$ cat config.mk
export PLATFORM = sky130hd
export DESIGN_NAME = fspc_regfile
export DESIGN_NICKNAME = d
export VERILOG_FILES = /design/src/rtl/core/fspc_pkg.sv /design/src/rtl/core/fspc_regfile.sv
export SDC_FILE = /design/constraint.sdc
export NUM_CORES = 1
export LEC_CHECK = 0
export BUFFER_PORTS_ARGS = -buffer_cell sky130_fd_sc_hd__buf_2
export CORE_MARGIN = 1
export CORE_UTILIZATION = 40
export DETAILED_ROUTE_END_ITERATION = 12
export GPL_TIMING_DRIVEN = 0
export RECOVER_POWER = 100
export SYNTH_ARGS = -nofsm -noshare
export SYNTH_HDL_FRONTEND = slang
export SYNTH_SLANG_ARGS = --single-unit
$ cat constraint.sdc
create_clock -name clk -period 10.36 [get_ports clk]
set_input_delay 2.072 -clock clk [delete_from_list [all_inputs] [get_ports clk]]
set_output_delay 2.072 -clock clk [all_outputs]
set_load 0.02 [all_outputs]
$ cat src/rtl/core/fspc_pkg.sv
// Shared package for the five-stage core: ISA and port codes, widths,
// and the request structs passed between the pipeline, register file and data memory.
// No dependencies.
package fspc_pkg;

  localparam int unsigned DATA_WORDS_DEF = 256;
  localparam int unsigned NUM_REGS       = 8;
  localparam int unsigned REG_AW         = 3;
  localparam int unsigned XLEN           = 32;
  localparam int unsigned PC_W           = 16;
  localparam int unsigned IMM_W          = 6;
  localparam int unsigned IDX_W          = 8;

  // Transfer opcodes on the input channel
  typedef enum logic [2:0] {
    OP_INSTR  = 3'd0,
    OP_BUBBLE = 3'd1,
    OP_WR_REG = 3'd2,
    OP_WR_MEM = 3'd3,
    OP_RD_REG = 3'd4,
    OP_RD_MEM = 3'd5
  } op_t;

  // Instruction opcodes, bits 15..12
  localparam logic [3:0] IOP_RTYPE = 4'd0;
  localparam logic [3:0] IOP_LW    = 4'd4;
  localparam logic [3:0] IOP_SW    = 4'd5;
  localparam logic [3:0] IOP_ADDI  = 4'd8;
  localparam logic [3:0] IOP_BEQ   = 4'd9;

  // R-type funct codes
  localparam logic [2:0] ALU_ADD = 3'd0;
  localparam logic [2:0] ALU_SUB = 3'd1;
  localparam logic [2:0] ALU_AND = 3'd2;
  localparam logic [2:0] ALU_OR  = 3'd3;

  typedef struct packed {
    logic              we;
    logic [REG_AW-1:0] waddr;
    logic [XLEN-1:0]   wdata;
    logic              id_en;
    logic [REG_AW-1:0] rs;
    logic [REG_AW-1:0] rt;
    logic              dir_en;
    logic [REG_AW-1:0] dir_idx;
  } rf_req_t;

  typedef struct packed {
    logic             st_en;
    logic             ld_en;
    logic [XLEN-1:0]  pipe_addr;
    logic [XLEN-1:0]  st_data;
    logic             dir_wr;
    logic             dir_rd;
    logic [IDX_W-1:0] dir_idx;
    logic [XLEN-1:0]  dir_data;
  } dm_req_t;

  typedef struct packed {
    logic              wb_en;
    logic [REG_AW-1:0] wb_reg;
    logic [XLEN-1:0]   wb_value;
    logic [REG_AW-1:0] rs;
    logic [REG_AW-1:0] rt;
    logic              ld_en;
    logic              st_en;
    logic [XLEN-1:0]   mem_addr;
    logic [XLEN-1:0]   st_data;
    logic              taken;
    logic [PC_W-1:0]   pc_nxt;
  } pipe_ctl_t;

endpackage

$ cat src/rtl/core/fspc_regfile.sv
// Register file: 8 x 32 flops, one write port, two read ports with registered data.
// Reads see the same-cycle write first. Depends on fspc_pkg.
module fspc_regfile (
  input  logic                        clk,
  input  logic                        rst_n,
  input  fspc_pkg::rf_req_t           req,
  output logic [fspc_pkg::XLEN-1:0]   rs_data_r,
  output logic [fspc_pkg::XLEN-1:0]   rt_data_r,
  output logic [fspc_pkg::XLEN-1:0]   dir_data_r
);
  import fspc_pkg::*;

  logic [XLEN-1:0]   regs_r [NUM_REGS];
  logic [REG_AW-1:0] port_b_addr;
  logic [XLEN-1:0]   rs_nxt;
  logic [XLEN-1:0]   port_b_nxt;

  always_comb begin
    port_b_addr = req.dir_en ? req.dir_idx : req.rt;
    rs_nxt      = (req.we && req.waddr == req.rs) ? req.wdata : regs_r[req.rs];
    port_b_nxt  = (req.we && req.waddr == port_b_addr) ? req.wdata : regs_r[port_b_addr];
  end

  always_ff @(posedge clk) begin
    if (!rst_n) begin
      for (int i = 0; i < NUM_REGS; i++) begin
        regs_r[i] <= '0;
      end
    end else if (req.we) begin
      regs_r[req.waddr] <= req.wdata;
    end
  end

  always_ff @(posedge clk) begin
    if (req.id_en) begin
      rs_data_r <= rs_nxt;
      rt_data_r <= port_b_nxt;
    end
    if (req.dir_en) begin
      dir_data_r <= port_b_nxt;
    end
  end

`ifndef SYNTHESIS
  a_rf_write: assert property (@(posedge clk) disable iff (!rst_n)
    req.we |=> regs_r[$past(req.waddr)] == $past(req.wdata))
    else $error("register write lost");
  a_rf_port_excl: assert property (@(posedge clk) disable iff (!rst_n)
    !(req.id_en && req.dir_en))
    else $error("decode read and direct read collide");
  a_rf_bypass: assert property (@(posedge clk) disable iff (!rst_n)
    req.id_en && req.we && req.waddr == req.rs |=> rs_data_r == $past(req.wdata))
    else $error("decode read missed writeback value");
`endif

endmodule

[Word level (Yosys, flattened, before mapping)]
Memory sizes are Yosys's and may differ from the RTL's.
Index checks and enable logic that the tools add are counted.
Storage, ports and cells
  memories kept: 1
  RAM bits: 256
  word-level logic and storage cells: 19
  flip-flop bits (word level): 96
  output and inout port bits: 96
Memory list
  regs_r: words 8, bits a word 32, rd ports 2, clocked after Yosys merged registers in 0, wr ports 8, RTL line fspc_regfile.sv:13  | logic [XLEN-1:0] regs_r [NUM_REGS];
Operators by class
  muxes and demuxes: 10
  equal/unequal tests: 2
  reductions and logical operators: 3
Operators by type and width (count)
  $mux W32: 3
  $reduce_or A32 Y1: 1
  $eq A3 B3 Y1: 2
  $mux W3: 2
  $mux W1: 5
  $logic_and A1 B1 Y1: 2

[Depth between registers and ports, before layout]
  depth after elaboration: 5
  gate-level depth with buffers: 8
  depth with buffers taken out: 5

[Worst setup path after synthesis]
Ideal clock, no wire load.
  kind: input to register
  from: input port req[43] (netlist name)
  to: memory regs_r[1][0], enable pin
  path buffers: 1
  data arrival time: 4.743 ns
  required time: 9.894 ns
  stages: 3
  slack: 5.152 ns
  cells stage by stage: clkbuf_1 > nand2b_1 > o21ai_0
RTL lines
  start, declared: RTL line fspc_regfile.sv:6  | input fspc_pkg::rf_req_t req,
  end, declared: RTL line fspc_regfile.sv:13

[Final worst setup path]
  from: input port req[3] (netlist name)
  to: register dir_data_r[31] (netlist name) (data pin)
On the way
  longest elaborated chain between the ends: 4
  elaborated cells on any way between the ends: 5
RTL lines
  $mux W3 *: RTL line fspc_regfile.sv:19  | port_b_addr = req.dir_en ? req.dir_idx : req.rt;
  branches (longest 2 deep; another with $mem_v2 Z8 W32)
  $mux W32 *: RTL line fspc_regfile.sv:21  | port_b_nxt = (req.we && req.waddr == port_b_addr) ? req.wdata : regs_r[port_b_addr];
  net port_b_nxt[31]: RTL line fspc_regfile.sv:16  | logic [XLEN-1:0] port_b_nxt;
  end signal, assigned: RTL line fspc_regfile.sv:40  | dir_data_r <= port_b_nxt;
  end, declared: RTL line fspc_regfile.sv:9  | output logic [fspc_pkg::XLEN-1:0] dir_data_r
Mark *: on every way through the listed nets, which the timed path passes.
A chain may end at the register's enable or synchronous reset.

==> impl_metrics.ini <==
[run_status]
status = finished with violations
failed_checks = max-capacitance violations, max-slew violations

[clocking]
cts_buffers = 40
clockBufferDepth = 3
cts_sinks = 352
cts_tree = yes
cts_setup_buffers = 0
clkLatencyLatePin_ns = 0.57
clk_pin_slew_ns = 0.06
cts_hold_buf = 0
cts-root-buf = clkbuf_16
htree_levels = 2
cts_resized = 0

[route]
routedWlPerCell_um = 25.04
ant_nets = 0
initialDrtViolationCount = 1319
detail_route.vias_per_cell = 5.658
drcViolationCount = 0
vias = 12160
drt_wl_total_um = 53810
drt_first_pass_iters = 5

[global_route]
grt_max_degree = 35
grt_first_pass_wirelength_um = 78490
overflow = 0
grt_use_total = 0.2497
grt_pass1_vias = 12200
antenna_found_initial = 1

[finish]
final_cell_mix = edfxtp_1, nand2_1, clkbuf_1
syn2layout_area_growth_pct = 14.69
final_common_cell = edfxtp_1
n_antenna_cell = 0
finalNetCount = 1628
stdcell_area_um2 = 19540
drive_gt1_frac = 0.1248

[placement]
dp_slack_ns = 4.930
gp_congestion = 0.8441
dpl.hpwl_um = 34470
place_area_um2 = 18680
port_buffers = 139

[floorplan]
die_w_um = 208.4
num_io_pins = 145
num_rows = 75
dieArea_um2 = 43430
start_util = 0.4062
fp.dieH_um = 208.4
core_um2 = 41950

[critical_path]
crit_family = buffers and inverters
rr_endpoint = rs_data_r[31]$_DFFE_PP_
endpoint_kind = register
cp.buffers_inverters = 4
critPathMaxStageDelay_ns = 2.00
startpoint = req[3]
rr_startpoint = regs_r[0][31]$_SDFFCE_PN0P_
reg2regPathDepth = 3
cp_cell_sequence = clkbuf_1 > clkbuf_1 > mux2i_1 > clkbuf_1 > clkbuf_1 > nand2_1 > nand3_1 > nand4_1 > o21ai_0
worstPathArrival_ns = 7.19
required_ns = 10.63
crit_type = input pin to register
crit_top_cell = clkbuf_1
cpMaxStageDelayCell = clkbuf_1
regToRegSetupSlack_ns = 8.84
startpoint_type = input pin
crit_fanout = 33

[power_and_ir_drop]
irDropWorstVdd_v = 0.0001351
power_density_nw_per_um2 = 183.2
power.leakage_nw = 6.827
total_power_mw = 3.581

[synth]
ys_seq_area_frac = 0.6204
synth_cell_types = 27
synth_area_um2 = 17040
postSynthNetCount = 1438
ys_warn_count = 0
syn_avg_cell_area_um2 = 12.27
syn_inst = 1389
synth-async-reset-ratio = 0
ys_ff_latch = 352
ys.flop_type = edfxtp_1
synth-edff-count = 352

[timing]
hold_viol = 0
setup_ws_ns = 3.446
layout_min_cycle_time_ns = 6.914
drv_slew = 268
setup_viol = 0
hold_slack_ns = 0.8439
fin_tns_setup_ns = 0
slew_headroom = -1.606
tightest_slew_ns = 3.868
skew_ns = 0.02137
fin_crit_sh = 0.6674
rsz0062_at_grt = false
max_freq_mhz = 144.6

[worst_hold_path]
hp-class = register to register
min_from = regs_r[2][14]$_SDFFCE_PN0P_
min_to = dir_data_r[14]$_DFFE_PP_
hold_depth = 4

[flow_run]
maxCapViolCount = 13
[cell type report]
class | count | area, um2
inverters | 3 | 11.26
flip-flops and latches | 352 | 10570
multi-input cells | 935 | 5995
plain buffers | 99 | 450.4
clock buffers | 49 | 1056
repair buffers | 148 | 606.8
fillers | 3805 | 22400
clock inverters | 24 | 178.9
well taps | 539 | 674.4
[tightest hold or removal path, cell delays in order, from the launching register on]
cell      delay [ns]
edfxtp_1        0.38
nand2_1         0.07
nand3_1         0.07
nand4_1         0.06
o21ai_0         0.09
[worst max-delay path by stage]
stage / endpoint / slack (ns) / depth (start not counted)
after floorplan: regs_r[1][0]$_SDFFCE_PN0P_ / 5.15 / 3
after global placement: regs_r[1][16]$_SDFFCE_PN0P_ / 2.24 / 3
after detailed placement: dir_data_r[31]$_DFFE_PP_ / 4.93 / 8
after CTS: dir_data_r[31]$_DFFE_PP_ / 5.47 / 8
after global routing: rt_data_r[31]$_DFFE_PP_ / 3.24 / 9
final: dir_data_r[31]$_DFFE_PP_ / 3.45 / 9
[sequential cells by signal (all words and copies together), names as in the netlist]
name	count
dir_data_r	32
regs_r	256
rs_data_r	32
rt_data_r	32
[power by group]
part | internal, mW | switching (mW) | leakage [nW]
logic | 0.139 | 0.326 | 2.85
registers | 1.70 | 0.0441 | 3.39
clock network | 0.777 | 0.590 | 0.592
total | 2.62 | 0.961 | 6.83
[synthesized netlist by cell type (2+ instances only)]
master	count	area, um2
nand4_1	33	206.5
o21ai_0	6	30.03
buf_1	5	18.77
buf_2	39	195.2
clkbuf_1	47	176.4
nor2_1	38	142.6
xor2_1	2	17.52
a21oi_1	32	160.2
inv_1	3	11.26
buf_6	4	45.04
mux2i_1	35	350.3
nand2_1	290	1089
o32ai_1	3	26.28
o21ai_1	32	160.2
edfxtp_1	352	10570
nand3_1	129	645.6
nand2b_1	5	31.28
nor3_1	2	10.01
xnor2_1	4	35.03
mux4_2	64	1441
and2_1	256	1602
buf_4	3	22.52
[metal layers]
layer / track usage / vias to the layer above / part of all wire
li1: - / 5370 / -
met1: 0.3269 / 5928 / 0.39
met2: 0.3960 / 692 / 0.46
met3: 0.04740 / 166 / 0.095
met4: 0.1295 / 2 / 0.050
met5: 0 / - / 0.00026
[stage by stage]
step | cells | util
2_1_floorplan | 1389 | -
3_3_place_gp | 2067 | 0.4389
3_5_place_dp | 2076 | 0.4453
4_1_cts | 2149 | 0.4748
5_1_grt | 2149 | 0.4659
6_report | 2149 | 0.4659
[cells by family (layout without fill, tap and decap cells)]
family	Yosys count	in the layout	share of synthesized area
mux	100	100	0.1060
buf+inv	102	323	0.02783
compound gates	74	74	0.02306
flops	352	352	0.6204
xor+xnor	6	6	0.003084
simple gates	755	755	0.2196
Power figures use the tool's default switching activity.
