--- config.mk ---
export PLATFORM = sky130hd
export DESIGN_NAME = fspc_pipe
export DESIGN_NICKNAME = d
export VERILOG_FILES = /design/src/rtl/core/fspc_pkg.sv /design/src/rtl/core/fspc_pipe.sv
export SDC_FILE = /design/constraint.sdc
export NUM_CORES = 1
export LEC_CHECK = 0
export BUFFER_PORTS_ARGS = -buffer_cell sky130_fd_sc_hd__buf_2
export CAP_MARGIN = 40
export CORE_MARGIN = 3
export CORE_UTILIZATION = 52
export DETAILED_ROUTE_END_ITERATION = 16
export GPL_ROUTABILITY_DRIVEN = 0
export GPL_TIMING_DRIVEN = 0
export PLACE_DENSITY = 0.78
export SLEW_MARGIN = 10
export SYNTH_ARGS = -nofsm -noshare
export SYNTH_HDL_FRONTEND = slang
export SYNTH_SLANG_ARGS = --single-unit
--- constraint.sdc ---
create_clock -name clk -period 4.8 [get_ports clk]
set_input_delay 0.96 -clock clk [delete_from_list [all_inputs] [get_ports clk]]
set_output_delay 0.96 -clock clk [all_outputs]
set_load 0.01 [all_outputs]
--- src/rtl/core/fspc_pkg.sv ---
// Shared package for the five-stage core: ISA and port codes, widths,
// and the request structs passed between the pipeline, register file and data memory.
// No dependencies.
package fspc_pkg;

  localparam int unsigned DATA_WORDS_DEF = 256;
  localparam int unsigned NUM_REGS       = 8;
  localparam int unsigned REG_AW         = 3;
  localparam int unsigned XLEN           = 32;
  localparam int unsigned PC_W           = 16;
  localparam int unsigned IMM_W          = 6;
  localparam int unsigned IDX_W          = 8;

  // Transfer opcodes on the input channel
  typedef enum logic [2:0] {
    OP_INSTR  = 3'd0,
    OP_BUBBLE = 3'd1,
    OP_WR_REG = 3'd2,
    OP_WR_MEM = 3'd3,
    OP_RD_REG = 3'd4,
    OP_RD_MEM = 3'd5
  } op_t;

  // Instruction opcodes, bits 15..12
  localparam logic [3:0] IOP_RTYPE = 4'd0;
  localparam logic [3:0] IOP_LW    = 4'd4;
  localparam logic [3:0] IOP_SW    = 4'd5;
  localparam logic [3:0] IOP_ADDI  = 4'd8;
  localparam logic [3:0] IOP_BEQ   = 4'd9;

  // R-type funct codes
  localparam logic [2:0] ALU_ADD = 3'd0;
  localparam logic [2:0] ALU_SUB = 3'd1;
  localparam logic [2:0] ALU_AND = 3'd2;
  localparam logic [2:0] ALU_OR  = 3'd3;

  typedef struct packed {
    logic              we;
    logic [REG_AW-1:0] waddr;
    logic [XLEN-1:0]   wdata;
    logic              id_en;
    logic [REG_AW-1:0] rs;
    logic [REG_AW-1:0] rt;
    logic              dir_en;
    logic [REG_AW-1:0] dir_idx;
  } rf_req_t;

  typedef struct packed {
    logic             st_en;
    logic             ld_en;
    logic [XLEN-1:0]  pipe_addr;
    logic [XLEN-1:0]  st_data;
    logic             dir_wr;
    logic             dir_rd;
    logic [IDX_W-1:0] dir_idx;
    logic [XLEN-1:0]  dir_data;
  } dm_req_t;

  typedef struct packed {
    logic              wb_en;
    logic [REG_AW-1:0] wb_reg;
    logic [XLEN-1:0]   wb_value;
    logic [REG_AW-1:0] rs;
    logic [REG_AW-1:0] rt;
    logic              ld_en;
    logic              st_en;
    logic [XLEN-1:0]   mem_addr;
    logic [XLEN-1:0]   st_data;
    logic              taken;
    logic [PC_W-1:0]   pc_nxt;
  } pipe_ctl_t;

endpackage

--- src/rtl/core/fspc_pipe.sv ---
// Pipeline control: PC, IF/ID, ID/EX, EX/MEM and MEM/WB latches, decode and ALU.
// Operand data lives in fspc_regfile, load data in fspc_dmem. Depends on fspc_pkg.
module fspc_pipe (
  input  logic                        clk,
  input  logic                        rst_n,
  input  logic                        step,
  input  logic                        fetch,
  input  logic [15:0]                 instr_word,
  input  logic [fspc_pkg::XLEN-1:0]   rs_data,
  input  logic [fspc_pkg::XLEN-1:0]   rt_data,
  input  logic [fspc_pkg::XLEN-1:0]   ld_data,
  output fspc_pkg::pipe_ctl_t         ctl
);
  import fspc_pkg::*;

  typedef struct packed {
    logic            vld;
    logic [15:0]     word;
    logic [PC_W-1:0] pc;
  } fd_t;

  typedef struct packed {
    logic              vld;
    logic              rw;
    logic              mr;
    logic              mw;
    logic              br;
    logic              use_imm;
    logic [IMM_W-1:0]  imm;
    logic [REG_AW-1:0] dest;
    logic [2:0]        alu;
    logic [PC_W-1:0]   pc;
  } de_t;

  typedef struct packed {
    logic              vld;
    logic              rw;
    logic              mr;
    logic              mw;
    logic              br;
    logic              zero;
    logic [XLEN-1:0]   result;
    logic [XLEN-1:0]   store;
    logic [REG_AW-1:0] dest;
    logic [PC_W-1:0]   target;
  } em_t;

  typedef struct packed {
    logic              vld;
    logic              rw;
    logic              mr;
    logic [XLEN-1:0]   result;
    logic [REG_AW-1:0] dest;
  } mw_t;

  logic [PC_W-1:0] pc_r, pc_nxt;
  fd_t fd_r, fd_nxt;
  de_t de_r, de_nxt;
  em_t em_r, em_nxt;
  mw_t mw_r, mw_nxt;

  logic [3:0]      iop;
  logic [XLEN-1:0] opnd;
  logic [XLEN-1:0] alu_out;
  logic            taken;

  // WB and MEM
  always_comb begin
    taken          = em_r.vld && em_r.br && em_r.zero;
    ctl.wb_en      = step && mw_r.vld && mw_r.rw && (mw_r.dest != '0);
    ctl.wb_reg     = mw_r.dest;
    ctl.wb_value   = mw_r.mr ? ld_data : mw_r.result;
    ctl.ld_en      = step && em_r.vld && em_r.mr;
    ctl.st_en      = step && em_r.vld && em_r.mw && !em_r.mr;
    ctl.mem_addr   = em_r.result;
    ctl.st_data    = em_r.store;
    ctl.taken      = step && taken;
    mw_nxt.vld     = em_r.vld;
    mw_nxt.rw      = em_r.vld && em_r.rw;
    mw_nxt.mr      = em_r.vld && em_r.mr;
    mw_nxt.result  = em_r.result;
    mw_nxt.dest    = em_r.dest;
  end

  // EX
  always_comb begin
    opnd = de_r.use_imm ? XLEN'(de_r.imm) : rt_data;
    unique case (de_r.alu)
      ALU_ADD: alu_out = rs_data + opnd;
      ALU_SUB: alu_out = rs_data - opnd;
      ALU_AND: alu_out = rs_data & opnd;
      ALU_OR:  alu_out = rs_data | opnd;
      default: alu_out = '0;
    endcase
    em_nxt.vld    = de_r.vld;
    em_nxt.rw     = de_r.vld && de_r.rw;
    em_nxt.mr     = de_r.vld && de_r.mr;
    em_nxt.mw     = de_r.vld && de_r.mw;
    em_nxt.br     = de_r.vld && de_r.br;
    em_nxt.zero   = (rs_data == rt_data);
    em_nxt.result = alu_out;
    em_nxt.store  = rt_data;
    em_nxt.dest   = de_r.dest;
    em_nxt.target = de_r.pc + PC_W'(1) + PC_W'(de_r.imm);
  end

  // ID
  always_comb begin
    iop            = fd_r.word[15:12];
    ctl.rs         = fd_r.word[11:9];
    ctl.rt         = fd_r.word[8:6];
    de_nxt.vld     = fd_r.vld;
    de_nxt.rw      = 1'b0;
    de_nxt.mr      = 1'b0;
    de_nxt.mw      = 1'b0;
    de_nxt.br      = 1'b0;
    de_nxt.use_imm = 1'b0;
    de_nxt.imm     = fd_r.word[IMM_W-1:0];
    de_nxt.dest    = fd_r.word[8:6];
    de_nxt.alu     = ALU_ADD;
    de_nxt.pc      = fd_r.pc;
    if (fd_r.vld) begin
      unique case (iop)
        IOP_RTYPE: begin
          de_nxt.rw   = 1'b1;
          de_nxt.alu  = fd_r.word[2:0];
          de_nxt.dest = fd_r.word[5:3];
        end
        IOP_ADDI: begin
          de_nxt.rw      = 1'b1;
          de_nxt.use_imm = 1'b1;
        end
        IOP_LW: begin
          de_nxt.rw      = 1'b1;
          de_nxt.mr      = 1'b1;
          de_nxt.use_imm = 1'b1;
        end
        IOP_SW: begin
          de_nxt.mw      = 1'b1;
          de_nxt.use_imm = 1'b1;
        end
        IOP_BEQ: begin
          de_nxt.br = 1'b1;
        end
        default: begin
          de_nxt.rw = 1'b0;
        end
      endcase
    end
  end

  // IF
  always_comb begin
    fd_nxt.vld  = 1'b0;
    fd_nxt.word = instr_word;
    fd_nxt.pc   = pc_r;
    pc_nxt      = pc_r;
    if (step) begin
      if (taken) begin
        pc_nxt = em_r.target;
      end else if (fetch) begin
        fd_nxt.vld = 1'b1;
        pc_nxt     = pc_r + PC_W'(1);
      end
    end
    ctl.pc_nxt = pc_nxt;
  end

  always_ff @(posedge clk) begin
    if (!rst_n) begin
      pc_r <= '0;
      fd_r <= '0;
      de_r <= '0;
      em_r <= '0;
      mw_r <= '0;
    end else if (step) begin
      pc_r <= pc_nxt;
      fd_r <= fd_nxt;
      de_r <= de_nxt;
      em_r <= em_nxt;
      mw_r <= mw_nxt;
    end
  end

endmodule

==> After elaboration in Yosys (flattened, before gate mapping) <==
Index checks and enable logic that the tools add are counted.
W data, S select, Z words.
{ "op_classes": {"add_sub_neg": 5, "mul": 0, "div_mod_pow": 0, "order_cmp": 0, "n_eq_ne": 8, "shift": 0, "n_mux": 16, "n_bitwise": 2, "reduce_logical": 22} }
{ "ops": {"columns": ["cell", "n"], "rows": [
  ["$pmux W32 S4", 1],
  ["$mux W32", 2],
  ["$mux W16", 3],
  ["$add A16 B1 Y16 const B", 2],
  ["$add A32 B32 Y32", 1],
  ["$and A32 B32 Y32", 1],
  ["$eq A32 B32 Y1", 1],
  ["$or A32 B32 Y32", 1],
  ["$sub A32 B32 Y32", 1],
  ["$add A16 B6 Y16", 1],
  ["$logic_and A1 B1 Y1", 16],
  ["$mux W6", 2],
  ["$eq A4 B3 Y1 const B", 2],
  ["$eq A4 B4 Y1 const B", 2],
  ["$mux W1", 7],
  ["$eq A3 B2 Y1 const B", 2],
  ["$reduce_or A3 Y1", 2],
  ["$mux W5", 1],
  ["$logic_not A4 Y1", 1],
  ["$eq A3 B1 Y1 const B", 1],
  ["$logic_not A3 Y1", 1],
  ["$reduce_bool A3 Y1", 1],
  ["$logic_not A1 Y1", 1]
]} }
{ "word_totals": {"regBits": 210, "latch_bits": 0, "ram_bits": 0, "rom_bits": 0, "output_inout_bits": 125, "elab_cells": 82, "n_memories": 0} }

==> Depth between registers and ports, before layout <==
{ "depth": {"depth_word": 4, "ltp_mapped": 23, "mapped_depth_nobuf": 18} }

==> Least setup slack after synthesis <==
Ideal clock, no wire load.
{ "synth_timing": {"path_type": "reg2reg", "start": "reg de_r[28] in the netlist's numbering", "end": "reg em_r, in the netlist ctl[78]", "t_arrival_ps": 4726, "slack_ps": -27, "path_stages_with_launch": 24, "path_buffers": 5, "period_less_slack_ps": 4827, "path_cell_list": "dfxtp_1 buf_6 clkbuf_1 clkbuf_1 clkbuf_1 mux2i_1 ha_1 o21ai_0 nor2_1 o21ai_0 o21bai_1 o31ai_1 a21oi_1 o22a_1 ha_1 clkbuf_1 a21o_1 a21o_1 a21oi_1 o21ai_0 a221oi_1 o21ai_0 xnor2_1 o41ai_1"} }
{ "synth_via": {"elab_chain_cells": 3, "word_cells_on_any_way": 6, "classes_between": "add/sub (2); mux (2); bitwise (2)"} }
{ "synth_lines": {"columns": ["element", "line", "rtl"], "rows": [
  ["start: declaration", "fspc_pipe.sv:58", "de_t de_r, de_nxt;"],
  ["start signal: assignment", "fspc_pipe.sv:179", "de_r <= de_nxt;"],
  ["$mux W32 *", "fspc_pipe.sv:87", "opnd = de_r.use_imm ? XLEN'(de_r.imm) : rt_data;"],
  ["$sub A32 B32 Y32 (tied with other cells)", "fspc_pipe.sv:90", "ALU_SUB: alu_out = rs_data - opnd;"],
  ["$pmux W32 S4 *", "fspc_pipe.sv:88", "unique case (de_r.alu)"],
  ["end signal: assignment", "fspc_pipe.sv:180", "em_r <= em_nxt;"],
  ["end: declaration", "fspc_pipe.sv:59", "em_t em_r, em_nxt;"]
]} }
Every way passes the cells marked *; elsewhere a longest branch is shown, timed or not.
A chain may end at the register's enable or synchronous reset.

==> Worst setup path in the final report <==
{ "layout_timing": {"start": "in rt_data[0] in the netlist's numbering", "end": "reg em_r, in the netlist ctl[73]"} }
{ "layout_via": {"elab_chain_cells": 3, "word_cells_on_any_way": 4, "classes_between": "add/sub (2); mux (2)"} }
{ "layout_lines": {"columns": ["element", "line", "rtl"], "rows": [
  ["start: declaration", "fspc_pipe.sv:10", "input logic [fspc_pkg::XLEN-1:0] rt_data,"],
  ["$mux W32 *", "fspc_pipe.sv:87", null],
  ["$sub A32 B32 Y32 / $add A32 B32 Y32 (equally long branches)", "fspc_pipe.sv:90, fspc_pipe.sv:89", null],
  ["$pmux W32 S4 *", "fspc_pipe.sv:88", null]
]} }
Marked as above.

==> metrics.cfg <==
[worst_setup_path]
worstSetupPathDepth = 18
crit_buf_inv = 3
end_kind = flip-flop
crit_type = in -> reg
crit_fanout = 8
cpLargestDelayFamily = simple AND/OR/NAND/NOR gates
cp_common_cell = a21oi_1
required_ns = 5.28
crit_chain = buf_2, nor4_2, a21oi_1, or4_1, clkbuf_2, or3_1, o21ai_0, a21oi_1, o22a_1, ha_1, clkbuf_1, nand2_2, nor3_1, nor3b_1, a31oi_1, a21o_1, a211o_1, nand3_1
reg2regPathDepth = 17
start_kind = primary input
crit_path_top_delay_cell = or4_1
cp_slowest_stage_delay_ns = 0.47
crit_arrival_ns = 5.13

[synthesis]
synth_cell_type_count = 70
syn-cell-area_sq_um = 13420
ys.warnings.count = 0
async_reset_ff_frac = 0
avgSynthCellArea_sq_um = 8.333
yosys_most_used_dff = dfxtp_1
synth_nets = 1770
ys_seq_elements = 210
synth_edf_count = 0
syn_inst = 1611
yosysSeqAreaShare = 0.3132

[floorplanning]
coreArea_sq_um = 25250
dieArea_sq_um = 27780
fp-row-count = 58
pin_count = 241
die_y_microns = 166.7
fp.dieW_microns = 166.7
start_util = 0.5316

[cts]
clock_sinks = 210
cts_root_buffer = clkbuf_16
holdBufCountCts = 0
cts_buffers = 24
cts_buffer_depth = 3
htree_levels = 1
clk_latency_ns = 0.54
clkTransAtPathRegs_ns = 0.06
cts_tree = built

[sta]
setup_slack_ns = 0.1489
max-slew-margin-rel = 0.4218
hold_viol = 0
setup_viol = 0
rsz0062_at_grt = true
skew_ns = 0.01234
slew_violations = 0
fin_crit_sh = 0.9690
fin_crit_ns = 4.651
fmax_ghz = 0.2150
worst_pin_slew_ns = 0.8674

[job]
max_cap_violations = 0

[detailed_routing]
avgRoutedWirePerCell_microns = 20.41
remaining_drc_errors = 0
firstDrtPassIters = 7
drt_wl_total_mm = 45.23
drtIter0Drc = 1492
vias = 13320
via_per_inst = 6.013
postRouteAntennaNets = 0

[placement]
io_buffers = 227
placed_cells = 2170
dpl_cell_area_sq_um = 15000
dp_hpwl_mm = 34.79
place_ws_ns = -1.250

[power]
power_density_nw_per_um2 = 300.9
leakage_nw = 7.137
ir_drop_mv = 0.2838
total_power_mw = 4.813

[cells_and_area]
drive_gt1_frac = 0.2212
synthToLayoutAreaGrowth_pct = 19.13
final_cell_count_no_fill = 2216
final_nets = 2026
final_area_sq_um = 15990

[global_route]
grt_pass1_wl_mm = 69.55
grt_max_degree = 20
grt-ovfl-total = 0
grtUsageTotal = 0.3078
grt_pass1_vias = 12840
grt_antenna_before_repair = 4

[hold_path]
min_path_type = reg -> reg
min_path_cells = 1

[outcome]
outcome = finished clean

final cells by class:
cell class	instances	area, sq um
clock buffers	32	680.7
inverters	26	97.59
clock inverters	12	152.6
repair buffers	236	1209
well taps	330	412.9
multi-input cells	1196	8272
diodes	1	2.502
flip-flops and latches	210	4204
plain buffers	173	962.2
fillers	2192	9261
per-stage QoR:
stage / utilization / hold slack [ns] / TNS, ns
finish: 0.6333 / 0.4803 / 0
global route: 0.6333 / 0.4995 / -0.09442
CTS: 0.6298 / 0.4827 / 0
detailed placement: 0.5940 / 0.4683 / -13.15
global placement: 0.5929 / 0.4619 / -10.89
floorplan: - / 0.4452 / 0
layout by cell type, fill, tap and decap left out, drive strengths merged, types with 7 or more instances in the layout:
master    n
a21boi   15
nor2     71
o21bai    7
o21ai   102
nor4      9
xnor2    50
o211ai   19
and2     19
a22oi     9
mux2     36
and3     12
o22a     10
inv      26
mux2i   135
o31ai    10
o22ai     7
ha       41
clkbuf  115
o211a    13
buf     326
a21o     16
nand2b   16
xor2     27
nor2b   166
nand2   111
or3      13
a21oi   122
nand3    45
nand4    18
o21a     10
dfxtp   210
nor3     22
cell usage after synthesis (27+ instances only):
cell type  number  area share
nor2b_1       166       0.077
a21oi_1       122       0.045
xor2_1         27       0.018
buf_4          73       0.041
clkbuf_1       88       0.025
nand2_1       111       0.031
nand3_1        45       0.017
ha_1           41       0.038
xnor2_1        50       0.033
nor2_1         71       0.020
o21ai_0       102       0.038
dfxtp_1       210        0.31
mux2i_1       135        0.10
mux2_2         35       0.029
final timing paths:
check	startpoint	to	slack (ns)
worst min register to register	de_r[21]	de_r[21]	0.48
worst max-delay path	rt_data[0]	ctl[73]	0.15
worst max register to register	de_r[28]	ctl[73]	0.17
worst min-delay path	de_r[21]	de_r[21]	0.48
report_power, final:
| group | switching, mW | total, mW | internal (mW) |
|---|---|---|---|
| logic | 0.556 | 0.997 | 0.441 |
| clock network | 0.787 | 1.90 | 1.12 |
| registers | 0.0805 | 1.91 | 1.83 |
metal layers:
metal  vias up  global-route usage  wire length, microns
li1       6150                   -                     -
met5         -                   0                    51
met2       769              0.5238                 21200
met1      6191              0.3690                 17050
met3       208             0.05341                  4172
met4         6              0.1704                  2751
timing repair:
action | in CTS | in global routing
pin swaps | 2 | 9
buffers inserted | 4 | 3
hold endpoints to repair | 0 | 0
setup endpoints to repair | 23 | 18
gates resized for setup | 15 | 23
logic make-up (layout without fill, tap and decap cells):
group | Yosys count | in the layout | synth area share
and+or+nand+nor | 522 | 522 | 0.2065
AOI/OAI and AO/OA | 381 | 381 | 0.1778
DFF | 210 | 210 | 0.3132
buffers and inverters | 205 | 479 | 0.07839
muxes | 171 | 171 | 0.1311
xor gates and xnor gates | 77 | 77 | 0.05024
adders and majority gates | 45 | 45 | 0.04269
other | 0 | 1 | 0
flip-flops by register name, summed over array words and instances (netlist names):
name,cells
ctl,73
mw_r,35
de_r,34
em_r,25
de_nxt,23
pc_r,16
fd_r,4
Note: power is estimated with default switching activity, not from simulation.
